==> src/rtl/core/spq_pkg.sv <==
`default_nettype none

package spq_pkg;

   // Field widths of the channels
   localparam int HANDLE_W = 16;
   localparam int PRIO_W   = 3;
   localparam int MAXCNT_W = 7;

   // Defaults for the top-level parameters
   localparam int DEFAULT_QUEUE_DEPTH     = 8;
   localparam int DEFAULT_PRIORITY_LEVELS = 8;
   localparam int DEFAULT_HANDLE_BITS     = 16;

   // Most results one send item may produce
   localparam logic [MAXCNT_W-1:0] SEND_LIMIT = MAXCNT_W'(64);

   typedef enum logic {
      OP_RECEIVE = 1'b0,
      OP_SEND    = 1'b1
   } spq_op_type;

   typedef enum logic [5:0] {
      ST_IDLE    = 6'b000001,
      ST_APPEND  = 6'b000010,
      ST_THIN_RD = 6'b000100,
      ST_THIN_WR = 6'b001000,
      ST_SCAN    = 6'b010000,
      ST_READ    = 6'b100000
   } spq_state_type;

endpackage

`default_nettype wire

==> src/rtl/core/spq_store.sv <==
`default_nettype none

module spq_store #(
   parameter int QUEUE_DEPTH     = 8,
   parameter int PRIORITY_LEVELS = 8,
   parameter int HANDLE_BITS     = 16,
   localparam int SW = (QUEUE_DEPTH > 1) ? $clog2(QUEUE_DEPTH) : 1,
   localparam int LW = (PRIORITY_LEVELS > 1) ? $clog2(PRIORITY_LEVELS) : 1
) (
   input  wire logic                   clock,
   input  wire logic                   rd_en,
   input  wire logic                   wr_en,
   input  wire logic [LW-1:0]          level,
   input  wire logic [SW-1:0]          head,
   input  wire logic [SW:0]            offset,
   input  wire logic [HANDLE_BITS-1:0] wr_data,
   output logic      [HANDLE_BITS-1:0] rd_data
);

   localparam int ENTRIES = PRIORITY_LEVELS * QUEUE_DEPTH;
   localparam int AW      = (ENTRIES > 1) ? $clog2(ENTRIES) : 1;

   logic [HANDLE_BITS-1:0] mem [ENTRIES];
   logic [HANDLE_BITS-1:0] rd_data_ff;
   logic [SW:0]            sum;
   logic [SW-1:0]          slot;
   logic [AW-1:0]          addr;

   // Wrap head plus offset around the ring of this level; the sum stays below twice the depth
   always_comb begin
      sum  = (SW + 1)'(head) + offset;
      if (sum >= (SW + 1)'(QUEUE_DEPTH)) begin
         slot = SW'(sum - (SW + 1)'(QUEUE_DEPTH));
      end else begin
         slot = SW'(sum);
      end
      addr = AW'(level) * AW'(QUEUE_DEPTH) + AW'(slot);
   end

   always_ff @(posedge clock) begin
      if (wr_en) begin
         mem[addr] <= wr_data;
      end
      if (rd_en) begin
         rd_data_ff <= mem[addr];
      end
   end

   assign rd_data = rd_data_ff;

endmodule

`default_nettype wire

==> src/rtl/core/strict_priority_packet_queue.sv <==
// Strict-priority packet queue: one ring of packet handles per priority level,
// all held in one synchronous memory with a registered read.
//
// Request channel (req_): opcode receive appends req_packet_handle to the ring of
// req_priority_req; a level beyond the configured levels is ignored. A receive
// into a full level first drops every second stored item, then appends.
// Opcode send emits up to req_max_count handles (saturated at 64), highest
// level first and in arrival order within a level, each removed as it goes.
//
// Result channel (rsp_): one item per emitted handle, rsp_last on the final one.
// A send with nothing to emit, or with max_count zero, gives no result.
//
// Sequence: a receive ends in an append, preceded when the level is full by a
// memory read-then-write for each kept item moved down. A send that emits
// nothing returns to idle from the scan; otherwise it steps past empty levels,
// and per emitted handle reads the memory, then loads the output register.
// req_ready is high only between items. The output register holds a result while
// rsp_ready is low; the next receive may proceed meanwhile, and a send waits at
// each handle until the register frees. Reset empties every level at once.
`default_nettype none

module strict_priority_packet_queue #(
   parameter int QUEUE_DEPTH     = spq_pkg::DEFAULT_QUEUE_DEPTH,
   parameter int PRIORITY_LEVELS = spq_pkg::DEFAULT_PRIORITY_LEVELS,
   parameter int HANDLE_BITS     = spq_pkg::DEFAULT_HANDLE_BITS
) (
   input  wire logic                          clock,
   input  wire logic                          reset,
   input  wire logic                          req_valid,
   output logic                               req_ready,
   input  wire logic                          req_opcode,
   input  wire logic [spq_pkg::HANDLE_W-1:0]  req_packet_handle,
   input  wire logic [spq_pkg::PRIO_W-1:0]    req_priority_req,
   input  wire logic [spq_pkg::MAXCNT_W-1:0]  req_max_count,
   output logic                               rsp_valid,
   input  wire logic                          rsp_ready,
   output logic      [spq_pkg::HANDLE_W-1:0]  rsp_sent_handle,
   output logic      [spq_pkg::PRIO_W-1:0]    rsp_sent_priority,
   output logic                               rsp_last
);

   import spq_pkg::*;

   localparam int SW   = (QUEUE_DEPTH > 1) ? $clog2(QUEUE_DEPTH) : 1;
   localparam int CW   = $clog2(QUEUE_DEPTH + 1);
   localparam int LW   = (PRIORITY_LEVELS > 1) ? $clog2(PRIORITY_LEVELS) : 1;
   localparam int TW   = $clog2(PRIORITY_LEVELS * QUEUE_DEPTH + 1);
   localparam int KEEP = (QUEUE_DEPTH + 1) / 2;
   localparam int DROP = QUEUE_DEPTH / 2;

   spq_state_type          state_ff, state_in;
   logic [LW-1:0]          lvl_ff, lvl_in;
   logic [HANDLE_BITS-1:0] handle_ff, handle_in;
   logic [MAXCNT_W-1:0]    remain_ff, remain_in;
   logic [SW-1:0]          k_ff, k_in;
   logic [CW-1:0]          count_ff [PRIORITY_LEVELS];
   logic [CW-1:0]          count_in [PRIORITY_LEVELS];
   logic [SW-1:0]          head_ff [PRIORITY_LEVELS];
   logic [SW-1:0]          head_in [PRIORITY_LEVELS];
   logic [TW-1:0]          total_ff, total_in;
   logic                   rsp_valid_ff, rsp_valid_in;
   logic [HANDLE_W-1:0]    rsp_handle_ff, rsp_handle_in;
   logic [PRIO_W-1:0]      rsp_prio_ff, rsp_prio_in;
   logic                   rsp_last_ff, rsp_last_in;

   logic                   mem_rd, mem_wr;
   logic [SW:0]            mem_offset;
   logic [HANDLE_BITS-1:0] mem_wdata, mem_rdata;
   logic [LW-1:0]          req_lvl;
   logic                   req_lvl_ok;
   logic                   rsp_free;

   assign req_ready  = (state_ff == ST_IDLE);
   assign req_lvl    = LW'(req_priority_req);
   assign req_lvl_ok = (32'(req_priority_req) < 32'(PRIORITY_LEVELS));
   assign rsp_free   = !rsp_valid_ff || rsp_ready;

   always_comb begin
      state_in      = state_ff;
      lvl_in        = lvl_ff;
      handle_in     = handle_ff;
      remain_in     = remain_ff;
      k_in          = k_ff;
      count_in      = count_ff;
      head_in       = head_ff;
      total_in      = total_ff;
      rsp_valid_in  = rsp_valid_ff && !rsp_ready;
      rsp_handle_in = rsp_handle_ff;
      rsp_prio_in   = rsp_prio_ff;
      rsp_last_in   = rsp_last_ff;
      mem_rd        = 1'b0;
      mem_wr        = 1'b0;
      mem_offset    = '0;
      mem_wdata     = handle_ff;

      case (state_ff)
         ST_IDLE: begin
            if (req_valid) begin
               if (req_opcode == OP_SEND) begin
                  remain_in = (req_max_count > SEND_LIMIT) ? SEND_LIMIT : req_max_count;
                  lvl_in    = LW'(PRIORITY_LEVELS - 1);
                  state_in  = ST_SCAN;
               end else if (req_lvl_ok) begin
                  lvl_in    = req_lvl;
                  handle_in = HANDLE_BITS'(req_packet_handle);
                  k_in      = SW'(1);
                  if (count_ff[req_lvl] == CW'(QUEUE_DEPTH)) begin
                     // Book the thinned count now; the moves below keep the head
                     count_in[req_lvl] = CW'(KEEP);
                     total_in          = total_ff - TW'(DROP);
                     state_in          = (KEEP > 1) ? ST_THIN_RD : ST_APPEND;
                  end else begin
                     state_in = ST_APPEND;
                  end
               end
            end
         end
         ST_THIN_RD: begin
            mem_rd     = 1'b1;
            mem_offset = (SW + 1)'(k_ff) << 1;
            state_in   = ST_THIN_WR;
         end
         ST_THIN_WR: begin
            // Move item 2k down to slot k
            mem_wr     = 1'b1;
            mem_offset = (SW + 1)'(k_ff);
            mem_wdata  = mem_rdata;
            if (k_ff == SW'(KEEP - 1)) begin
               state_in = ST_APPEND;
            end else begin
               k_in     = k_ff + SW'(1);
               state_in = ST_THIN_RD;
            end
         end
         ST_APPEND: begin
            mem_wr           = 1'b1;
            mem_offset       = (SW + 1)'(count_ff[lvl_ff]);
            count_in[lvl_ff] = count_ff[lvl_ff] + CW'(1);
            total_in         = total_ff + TW'(1);
            state_in         = ST_IDLE;
         end
         ST_SCAN: begin
            if (remain_ff == '0 || total_ff == '0) begin
               state_in = ST_IDLE;
            end else if (count_ff[lvl_ff] == '0) begin
               lvl_in = lvl_ff - LW'(1);
            end else begin
               // Pop the head of this level
               mem_rd           = 1'b1;
               head_in[lvl_ff]  = (head_ff[lvl_ff] == SW'(QUEUE_DEPTH - 1)) ?
                                  '0 : head_ff[lvl_ff] + SW'(1);
               count_in[lvl_ff] = count_ff[lvl_ff] - CW'(1);
               total_in         = total_ff - TW'(1);
               remain_in        = remain_ff - MAXCNT_W'(1);
               state_in         = ST_READ;
            end
         end
         ST_READ: begin
            if (rsp_free) begin
               rsp_valid_in  = 1'b1;
               rsp_handle_in = HANDLE_W'(mem_rdata);
               rsp_prio_in   = PRIO_W'(lvl_ff);
               rsp_last_in   = (remain_ff == '0) || (total_ff == '0);
               state_in      = rsp_last_in ? ST_IDLE : ST_SCAN;
            end
         end
         default: begin
            state_in = ST_IDLE;
         end
      endcase
   end

   always_ff @(posedge clock) begin
      if (reset) begin
         state_ff     <= ST_IDLE;
         total_ff     <= '0;
         rsp_valid_ff <= 1'b0;
         for (int i = 0; i < PRIORITY_LEVELS; i++) begin
            count_ff[i] <= '0;
            head_ff[i]  <= '0;
         end
      end else begin
         state_ff     <= state_in;
         total_ff     <= total_in;
         rsp_valid_ff <= rsp_valid_in;
         count_ff     <= count_in;
         head_ff      <= head_in;
      end
   end

   always_ff @(posedge clock) begin
      lvl_ff        <= lvl_in;
      handle_ff     <= handle_in;
      remain_ff     <= remain_in;
      k_ff          <= k_in;
      rsp_handle_ff <= rsp_handle_in;
      rsp_prio_ff   <= rsp_prio_in;
      rsp_last_ff   <= rsp_last_in;
   end

   spq_store #(
      .QUEUE_DEPTH     (QUEUE_DEPTH),
      .PRIORITY_LEVELS (PRIORITY_LEVELS),
      .HANDLE_BITS     (HANDLE_BITS)
   ) u_store (
      .clock   (clock),
      .rd_en   (mem_rd),
      .wr_en   (mem_wr),
      .level   (lvl_ff),
      .head    (head_ff[lvl_ff]),
      .offset  (mem_offset),
      .wr_data (mem_wdata),
      .rd_data (mem_rdata)
   );

   assign rsp_valid         = rsp_valid_ff;
   assign rsp_sent_handle   = rsp_handle_ff;
   assign rsp_sent_priority = rsp_prio_ff;
   assign rsp_last          = rsp_last_ff;

endmodule

`default_nettype wire

==> config.mk <==
export PLATFORM = sky130hd
export DESIGN_NAME = strict_priority_packet_queue
export DESIGN_NICKNAME = d
export VERILOG_FILES = /design/src/rtl/core/spq_pkg.sv /design/src/rtl/core/spq_store.sv /design/src/rtl/core/strict_priority_packet_queue.sv
export SDC_FILE = /design/constraint.sdc
export NUM_CORES = 1
export LEC_CHECK = 0
export BUFFER_PORTS_ARGS = -buffer_cell sky130_fd_sc_hd__buf_2
export CORE_ASPECT_RATIO = 0.9
export CORE_MARGIN = 10
export CORE_UTILIZATION = 35
export DETAILED_ROUTE_END_ITERATION = 10
export MAX_ROUTING_LAYER = met4
export PLACE_DENSITY = 0.53
export SYNTH_ARGS = -nofsm -noshare
export SYNTH_HDL_FRONTEND = slang
export SYNTH_SLANG_ARGS = --single-unit
==> constraint.sdc <==
create_clock -name clock -period 6.79 [get_ports clock]
set_clock_uncertainty 0.05 [all_clocks]
set_input_delay 0.679 -clock clock [delete_from_list [all_inputs] [get_ports clock]]
set_output_delay 0.679 -clock clock [all_outputs]
set_load 0.02 [all_outputs]
; ---- After elaboration in Yosys (flattened, before gate mapping)
; Memory sizes are Yosys's and may differ from the RTL's. A register that Yosys moved wholly into a read port is not among the register bits.
; Cells that the tools add are included.
[totals]
ff_bits = 119
ramBits = 1024
input_bits = 31
out_inout_bits = 22
memories = 1
[classes]
n_addsub = 12
magnitude_cmp = 6
n_eq_ne = 19
muxes = 66
n_bitwise = 8
n_reduce_logical = 22
[mem_list]
columns = name, words, word_bits, rd, rd_ports_with_merged_regs, write_ports, line
row1 = u_store.mem, 64, 16, 1, 1, 1, spq_store.sv:23  ; logic [HANDLE_BITS-1:0] mem [ENTRIES];
[ops]
columns = op, count
row1 = 32-bit 2-to-1 mux, 5
row2 = 32-bit case mux with 3 select lines, 1
row3 = 7-bit 2-to-1 mux, 10
row4 = 32-bit bitwise mux, 2
row5 = 3-bit 2-to-1 mux, 14
row6 = 6-bit case mux with 5 select lines, 1
row7 = 24-bit AND, 1
row8 = 4-bit binary-select mux with 3-bit select, 2
row9 = 24-bit bitwise mux, 1
row10 = 4-bit demux with 3-bit select, 2
row11 = 4-bit 2-to-1 mux, 6
row12 = 6-bit 2-to-1 mux, 4
row13 = 24-bit NOT, 1
row14 = 7-bit case mux with 3 select lines, 1
row15 = 16-bit 2-to-1 mux, 1
row16 = 7-bit logical NOT, 2
row17 = 2-bit inequality test (second input constant), 7
row18 = 7-bit case mux with 2 select lines, 1
row19 = 7-bit by 1-bit subtractor with 7-bit output (second input constant), 2
row20 = 4-bit >= comparator (second input constant), 3
row21 = 3-bit case mux with 2 select lines, 2
row22 = 4-bit case mux with 3 select lines, 1
row23 = 5-bit 2-to-1 mux, 2
row24 = 3-bit binary-select mux with 3-bit select, 1
row25 = 39 further kinds, 60

; ---- Longest topological paths before layout
; Gate-level depths: netlist of run 1.
[depth]
word_depth = 11
mapped_depth = 20
mapped_depth_nobuf = 14

; ---- By module
; A second synthesis of run 1 with hierarchy kept.
[hier_totals]
cells_unflattened = 2477
area_unflattened_um2 = 46568.4
[modules_own_cells]
columns = mod, n_inst, cells_each, area_per_inst_um2, seq_area_each_um2
row1 = spq_store, 1, 1763, 40085.9, 31230.0
row2 = strict_priority_packet_queue, 1, 714, 6482.5, 2872.8

; ---- Worst setup path before layout of run 1
; Ideal clock, no wire load.
[synth_timing]
kind = register to register
start = register lvl_ff[1]
end = memory u_store.mem[3][0] (enable)
setup_ns = 0.389
t_arrival_ns = 5.109
setup_slack_ns = 1.242
path_stages_with_launch = 16
path_cell_list = edfxtp_1 -> clkbuf_1 -> buf_1 -> buf_1 -> mux2i_1 -> o21ai_0 -> a211oi_1 -> inv_1 -> ha_1 -> clkbuf_1 -> buf_2 -> clkbuf_1 -> buf_1 -> nor2b_1 -> nand2_1 -> nor2_1
[synth_via]
elab_chain_cells = 9
elab_cells_between_ends = 13
classes_between = add/sub (3) / order compare (1) / mux (8) / bitwise (1)
[synth_lines]
columns = element, line
row1 = from (decl), strict_priority_packet_queue.sv:52  ; logic [LW-1:0] lvl_ff, lvl_in;
row2 = from (signal assigned), strict_priority_packet_queue.sv:192  ; lvl_ff <= lvl_in;
row3 = 3-bit NOT with 4-bit output (implied by the code), "strict_priority_packet_queue.sv:137, strict_priority_packet_queue.sv:210"
row4 = 4-bit binary-select mux with 3-bit select, strict_priority_packet_queue.sv:137  ; mem_offset = (SW + 1)'(count_ff[lvl_ff]);
row5 = 4-bit 2-to-1 mux (implied by the code) (2 in a row), strict_priority_packet_queue.sv:137
row6 = 4-bit case mux with 3 select lines, strict_priority_packet_queue.sv:96  ; case (state_ff)
row7 = 3-bit by 4-bit adder with 4-bit output, spq_store.sv:31  ; sum = (SW + 1)'(head) + offset;
row8 = 4-bit >= comparator or 3-bit by 1-bit subtractor with 3-bit output (tied branches), "spq_store.sv:32, spq_store.sv:33"
row9 = 3-bit 2-to-1 mux, spq_store.sv:32  ; if (sum >= (SW + 1)'(QUEUE_DEPTH)) begin
row10 = 6-bit by 3-bit adder with 6-bit output *, spq_store.sv:37  ; addr = AW'(level) * AW'(QUEUE_DEPTH) + AW'(slot);
row11 = to (decl), spq_store.sv:23
; Mark *: on every way between the ends. The rest lies on a longest branch, timed or not. The select of a mux whose other input is x is not followed.

; ---- Worst setup path in the final report of run 1
[layout_timing]
start = register lvl_ff[2]
end = register u_store.rd_data_ff[4], in the netlist u_store.rd_data[4] (read register of u_store.mem) (data pin)
[layout_via]
elab_chain_cells = 9
elab_cells_between_ends = 17
classes_between = add/sub (3) / order compare (1) / mux (11) / bitwise (1) / reduce/logical (1)
[layout_lines]
columns = element, line
row1 = 3-bit NOT with 4-bit output (implied by the code), "strict_priority_packet_queue.sv:137, strict_priority_packet_queue.sv:145, strict_priority_packet_queue.sv:210"
row2 = 4-bit binary-select mux with 3-bit select, "strict_priority_packet_queue.sv:137, strict_priority_packet_queue.sv:145"
row3 = 4-bit 2-to-1 mux (implied by the code) (2 in a row), "strict_priority_packet_queue.sv:137, strict_priority_packet_queue.sv:145"
row4 = 4-bit case mux with 3 select lines, strict_priority_packet_queue.sv:96
row5 = 3-bit by 4-bit adder with 4-bit output, spq_store.sv:31
row6 = 4-bit >= comparator or 3-bit by 1-bit subtractor with 3-bit output (tied branches), "spq_store.sv:32, spq_store.sv:33"
row7 = 3-bit 2-to-1 mux, spq_store.sv:32
row8 = 6-bit by 3-bit adder with 6-bit output, spq_store.sv:37
row9 = to (decl), spq_store.sv:24  ; logic [HANDLE_BITS-1:0] rd_data_ff;
; Parallel ways exist; a longest one is shown, timed or not. The select of a mux whose other input is x is not followed.
; A chain may end at the register's enable or synchronous reset.

==> results of run 1 <==
[worst max-delay path by stage]
stage,slack [ns],startpoint,end,depth (start not counted)
global placement,0.92,lvl_ff[2]$_DFFE_PP_,u_store.rd_data[4]$_DFFE_PP_,16
global route,0.54,lvl_ff[2]$_DFFE_PP_,u_store.rd_data[4]$_DFFE_PP_,16
CTS,0.80,lvl_ff[2]$_DFFE_PP_,u_store.rd_data[4]$_DFFE_PP_,16
finish,0.78,lvl_ff[2]$_DFFE_PP_,u_store.rd_data[4]$_DFFE_PP_,16
floorplan,1.24,lvl_ff[1]$_DFFE_PP_,u_store.mem[3][0]$_DFFE_PP_,15
detailed placement,0.82,lvl_ff[2]$_DFFE_PP_,u_store.rd_data[4]$_DFFE_PP_,16
[metal layers]
metal  vias up  routed length (um)  global-route usage
met1     13229               56400               0.245
met5         -                   0                   -
met4         0                2980              0.0422
met3       176                9080              0.0331
met2       963               59800               0.272
li1      10439                   -                   -
[registers in the layout, indices dropped and copies added, names as in the netlist, 6 cells and up]
signal           cells
count_ff            32
handle_ff           16
head_ff             24
remain_ff            7
rsp_sent_handle     16
state_ff             6
total_ff             7
u_store.mem       1024
u_store.rd_data     16
[critical path: stages (launching register included)]
cell      delay, ns
edfxtp_1       0.58
buf_4          0.28
nor2b_1        0.38
a221o_1        0.23
a221oi_1       0.08
buf_4          0.20
o21ai_0        0.37
ha_4           0.20
inv_1          0.05
fa_4           1.06
buf_12         0.43
buf_4          0.32
mux4_2         0.23
nor2_1         0.04
o21ai_0        0.59
nand4_1        0.47
nor2_1         0.22
[kinds of logic after synthesis]
logic type	count (synthesis)	share of synthesized area
buffers and inverters	165	0.0141
DFF	1159	0.744
xor gates and xnor gates	18	0.00407
adders and majority gates	18	0.00524
AOI/OAI and AO/OA	266	0.0363
muxes	325	0.142
and+or+nand+nor	558	0.0542
[layout by cell type (no fill, tap or decap), drive strengths merged, types with 7 or more instances in the layout]
cell / n
or4: 10
nand3b: 14
mux2i: 61
nor3: 14
nand3: 68
a221oi: 13
nor4: 13
edfxtp: 1089
nor2: 181
a22oi: 10
a211oi: 8
clkinv: 49
o21ai: 81
dfxtp: 70
a31oi: 16
nand2: 203
a22o: 12
buf: 188
a21oi: 57
xnor2: 12
nor2b: 10
nor3b: 8
clkbuf: 147
nand4: 17
a311oi: 7
inv: 27
ha: 16
mux4: 260
o22ai: 29
[layout make-up]
cell class                      count  area [um2]
Clock inverter                     59         472
Clock buffer                      147        3030
Fill cell                       11527       77200
Timing Repair Buffer              188        1400
Multi-Input combinational cell   1185       11200
Tap cell                         1714        2140
Sequential cell                  1159       34100
Inverter                           25        93.8
[per-stage QoR]
| stage | utilization | hold slack, ns | setup slack [ns] | instances | cell area [um2] |
|---|---|---|---|---|---|
| finish | 0.405 | 0.0780 | 0.783 | 4477 | 52400 |
| global route | 0.405 | 0.0385 | 0.542 | 4477 | 52400 |
| detailed placement | 0.377 | 0.401 | 0.821 | 4270 | 48900 |
| global placement | 0.377 | 0.390 | 0.923 | 4270 | 48900 |
| floorplan | - | 0.374 | 1.24 | 2509 | 45800 |
| CTS | 0.404 | 0.0256 | 0.802 | 4476 | 52400 |
[report_power, final]
part / internal, mW / switching [mW]
Combinational: 0.241 / 0.702
Sequential: 7.92 / 0.0366
Clock: 3.36 / 2.66
Total: 11.5 / 3.40
==> reports/qor.csv, run 1 <==
stage;metric;value;unit
die;Core Box Area;0.130;mm2
yosys;Synth area leaders;edfxtp_1 71%, mux4_2 13%, dfxtp_1 3.1%;
timing;final slew viol count;0;
yosys;post-synth top area share;0.713;
yosys;Cells after Synth;2509;
pwr;Leak;16.6;nW
clocking;Clk Latency, worst-skew pair;0.73;ns
placed_design;RD Place Congestion;0.888;
timing;final hold violations;0;
critical_path;CP Launch Type;flop;
worst_hold_path;Hold Path Depth;1;
route;vias;24807;
global_routing;vias in the first global route;25121;
timing;min Tclk post-route;6.01;ns
pwr;Worst IR Drop VDD;0.000200;V
route;via density per instance;5.54;
timing;TNS Setup;0;ns
route;Initial DRC Count;2746;
clocking;Max Root-Sink Buffers;3;
yosys;Synth area leader;edfxtp_1;
die;std cell rows;125;
die;DIE AREA;0.146;mm2
critical_path;Worst Setup End Kind;flop;
clocking;CTS Hold Buffers Added;0;
yosys;top_reg_cell synth;edfxtp_1;
global_routing;largest net degree at the start of global routing;74;
finish;Area Growth Syn to Fin;14.4;%
run;Max Cap Viol;0;
die;I/O pin count;53;
timing;FMAX;166;MHz
clocking;post-CTS sizing;0;
yosys;top-count cell post-synth;edfxtp_1;
route;WL final;128000;um
clocking;H-tree Lvls;3;
critical_path;Worst Path Required;7.31;ns
route;Wirelength per Cell;28.7;um
worst_hold_path;Hold Crit Start;req_packet_handle[15];
timing;Setup Viol. Count Final;0;
yosys;Seq/Total Area, Yosys;0.744;
finish;n_diodes;0;
yosys;flops & latches, synth;1159;
clocking;TritonCTS Buffers;114;
global_routing;first-pass GRT wire length;185000;um
timing;RSZ-0062 raised after global routing;no;
route;drt drc;0;
finish;fin nets;2722;
timing;final period utilization;0.885;
placed_design;HPWL Detailed;79600;um
global_routing;grt ovf;0;
global_routing;initial antenna violation count;7;
die;Die Span X;401;um
critical_path;RR Startpoint;lvl_ff[2]$_DFFE_PP_;
status;status;completed;
critical_path;Setup CP Type;reg2reg;
clocking;CTS tree;done;
die;Initial Util;0.354;
yosys;Mean Syn Cell Area;18.3;um2
yosys;top cells by count, synth;1089 x edfxtp_1, 260 x mux4_2, 203 x nand2_1;
route;Final ANT Viol Nets;0;
yosys;synth warn;0;
clocking;Post-CTS Setup Inserts;0;
finish;layout cells sized above 1;0.231;
route;DRT Pass-1 Iters;6;
yosys;FFs w/ async S/R, synth;0;
worst_hold_path;HP Class;in2reg;
clocking;Sink Count;1159;
timing;Worst Tran Pin Value;1.35;ns
clocking;clock root buffer;clkbuf_16;
critical_path;CP max FO;73;
yosys;post-synth cell types;63;
pwr;Tot Pwr;14.9;mW
yosys;syn nets;2558;
critical_path;crit path DAT;6.53;ns
worst_hold_path;Hold Path End;handle_ff[15]$_DFFE_PP_;
die;die height;363;um
yosys;cell area after synthesis;0.0458;mm2
global_routing;GRT Util Overall;0.177;
yosys;EDFF count, synth;1089;
clocking;clock-pin transition on the worst setup and hold timing paths;0.06;ns
timing;Rel. slew slack;0.101;
pwr;pwr dens;284;mW/mm2
critical_path;R2R Setup Slk;0.78;ns
placed_design;PortBufs;52;
critical_path;Reg2Reg Capture Point;u_store.rd_data[4]$_DFFE_PP_;
critical_path;worst reg2reg path depth;16;
Power figures use the tool's default switching activity.
==> run 2, diff against run 1 <==
- clock period: 6.79 -> 7.1 ns (I/O delays scaled with it)
==> reports/qor.csv, run 2 (synthesis results as in run 1) <==
stage;metric;value;unit;change
global_routing;initial antenna violation count;7;;unchanged
route;vias;24844;;+0.15%
finish;layout cells sized above 1;0.235;;+0.00468
clocking;Sink Count;1159;;unchanged
clocking;Post-CTS Setup Inserts;0;;unchanged
timing;min Tclk post-route;6.23;ns;+0.221 ns
clocking;H-tree Lvls;3;;unchanged
clocking;post-CTS sizing;0;;unchanged
critical_path;slowest stage cell, crit path;fa_4;;
critical_path;CP max FO;44;;-40%
timing;TNS Setup;0;ns;unchanged
timing;FMAX;161;MHz;-3.6%
timing;final period utilization;0.877;;-0.00747
global_routing;vias in the first global route;25177;;+0.22%
critical_path;slowest stage delay, CP;1.30;ns;+0.24 ns
pwr;Leak;16.7;nW;+0.82%
route;drt drc;0;;unchanged
route;DRT Pass-1 Iters;5;;-1
critical_path;CP Launch Type;flop;;
critical_path;R2R Setup Slk;0.87;ns;+0.09 ns
clocking;Clk Latency, worst-skew pair;0.74;ns;about the same
pwr;pwr dens;275;mW/mm2;-3.2%
critical_path;crit path DAT;6.73;ns;+0.20 ns
placed_design;RD Place Congestion;0.873;;-1.7%
timing;Rel. slew slack;0.112;;+0.0109
finish;fin area;0.0527;mm2;+0.52%
worst_hold_path;HP Class;in2reg;;
critical_path;Worst Path Required;7.60;ns;+0.29 ns
route;Final ANT Viol Nets;0;;unchanged
route;Wirelength per Cell;28.6;um;-0.32%
clocking;CTS Hold Buffers Added;0;;unchanged
status;status;completed;;
pwr;Gate power share;0.062;;about the same
placed_design;HPWL Detailed;79000;um;-0.78%
global_routing;grt ovf;0;;unchanged
timing;RSZ-0062 raised after global routing;no;;
timing;Setup Viol. Count Final;0;;unchanged
finish;fin nets;2728;;+0.22%
die;std cell rows;125;;unchanged
placed_design;PortBufs;52;;unchanged
clocking;clock-pin transition on the worst setup and hold timing paths;0.06;ns;about the same
global_routing;largest net degree at the start of global routing;71;;-4.1%
worst_hold_path;Hold Path Depth;1;;unchanged
clocking;CTS tree;done;;
clocking;clock root buffer;clkbuf_16;;
clocking;Max Root-Sink Buffers;3;;unchanged
route;Initial DRC Count;3044;;+11%
die;Initial Util;0.354;;unchanged
finish;leading cell type in the layout, fill and taps excluded;edfxtp_1;;
finish;Largest Register;u_store.mem;;
die;die height;363;um;unchanged
global_routing;first-pass GRT wire length;185000;um;unchanged
pwr;sequential share of power;0.524;;-0.009
pwr;Worst IR Drop VDD;0.000203;V;+1.9%
critical_path;Worst Setup End Kind;flop;;
finish;biggest regs;u_store.mem (1024), count_ff (32), head_ff (24);;
finish;max FFs per register;1024;;unchanged
placed_design;placed inst area;0.0490;mm2;+0.18%
global_routing;GRT Util Overall;0.178;;+0.000613
die;Core Box Area;0.130;mm2;unchanged
pwr;Sw Ratio;0.230;;+0.00185
route;via density per instance;5.53;;-0.19%
timing;Worst Tran Pin Value;1.33;ns;-0.0211 ns
die;DIE AREA;0.146;mm2;unchanged
timing;final slew viol count;0;;unchanged
critical_path;crit-path cells;nand2_1 > o21ai_0 > a211oi_1 > buf_4 > inv_1 > ha_4 > inv_1 > fa_4 > buf_12 > buf_12 > mux4_2 > nor2_1 > o21ai_0 > nand4_1 > nor2_1;;
critical_path;Setup CP Type;reg2reg;;
timing;Worst Hold Slack;0.0942;ns;+0.0162 ns
critical_path;worst reg2reg path depth;15;;-1
die;Die Span X;401;um;unchanged
run;Max Cap Viol;0;;unchanged
clocking;TritonCTS Buffers;114;;unchanged
finish;Area Growth Syn to Fin;15.0;%;
pwr;Pint;11.2;mW;-2.9%
die;I/O pin count;53;;unchanged
route;WL final;128000;um;about the same
finish;commonest cells after routing, fill and taps aside;1089 x edfxtp_1, 260 x mux4_2, 187 x nand2_1;;
pwr;Clock power frac;0.414;;+0.010
timing;final hold violations;0;;unchanged
pwr;P_sw;3.34;mW;-1.9%
-- run 2: cell count changes in the layout (fill, tap and decap cells not counted), sizes merged --
cell / change
buf: +6
bufinv: +5
clkbuf: -12
clkinv: +11
clkinvlp: +1
diode: +2
inv: +2
-- run 2: routing by layer --
metal  routed length [um]  GRT usage
met5                    0          -
met4                 2800     0.0468
met3                 8920     0.0326
met2                60400      0.274
met1                56200      0.243
-- run 2: through the flow --
stage           util  total power [mW]  setup slack [ns]  cells
2_1_floorplan      -              8.23              1.55   2509
3_3_place_gp   0.378              8.64             0.872   4276
3_5_place_dp   0.378              8.66             0.896   4276
4_1_cts        0.406              14.6             0.856   4489
5_1_grt        0.407              15.0             0.700   4492
6_report       0.407              14.5             0.872   4492
-- run 2: layout make-up --
type / instances / area, um2
clock inverter: 78 / 724
clock buffer: 135 / 2960
antenna: 2 / 5.00
tap: 1714 / 2140
fill: 11561 / 76900
sequential: 1159 / 34100
multi-input combinational: 1185 / 11200
timing repair buffer: 194 / 1490
inverter: 25 / 93.8
-- run 2: final timing paths --
kind | from | end
worst min-delay path | req_packet_handle[14] | handle_ff[14]$_DFFE_PP_
worst min register to register | head_ff[6]$_SDFFE_PP0P_ | head_ff[6]$_SDFFE_PP0P_
worst max register to register | lvl_ff[0]$_DFFE_PP_ | u_store.rd_data[10]$_DFFE_PP_
worst max-delay path | lvl_ff[0]$_DFFE_PP_ | u_store.rd_data[10]$_DFFE_PP_
-- run 2: worst max-delay path, delay by kind of cell, from the launching register on --
family | cells | cell delay [ns]
buffers and inverters | 5 | 1.02
adders and majority gates | 2 | 1.44
and+or+nand+nor | 4 | 1.15
DFF | 1 | 0.97
muxes | 1 | 0.28
AOI/OAI and AO/OA | 3 | 1.01
-- run 2: power by group through the flow --
stage / registers (mW) / clock network (mW) / logic [mW]
finish: 7.61 / 6.01 / 0.905
global route: 7.61 / 6.41 / 0.966
CTS: 7.61 / 6.13 / 0.907
detailed placement: 7.75 / 0 / 0.904
global placement: 7.75 / 0 / 0.886
floorplan: 7.74 / 0 / 0.488
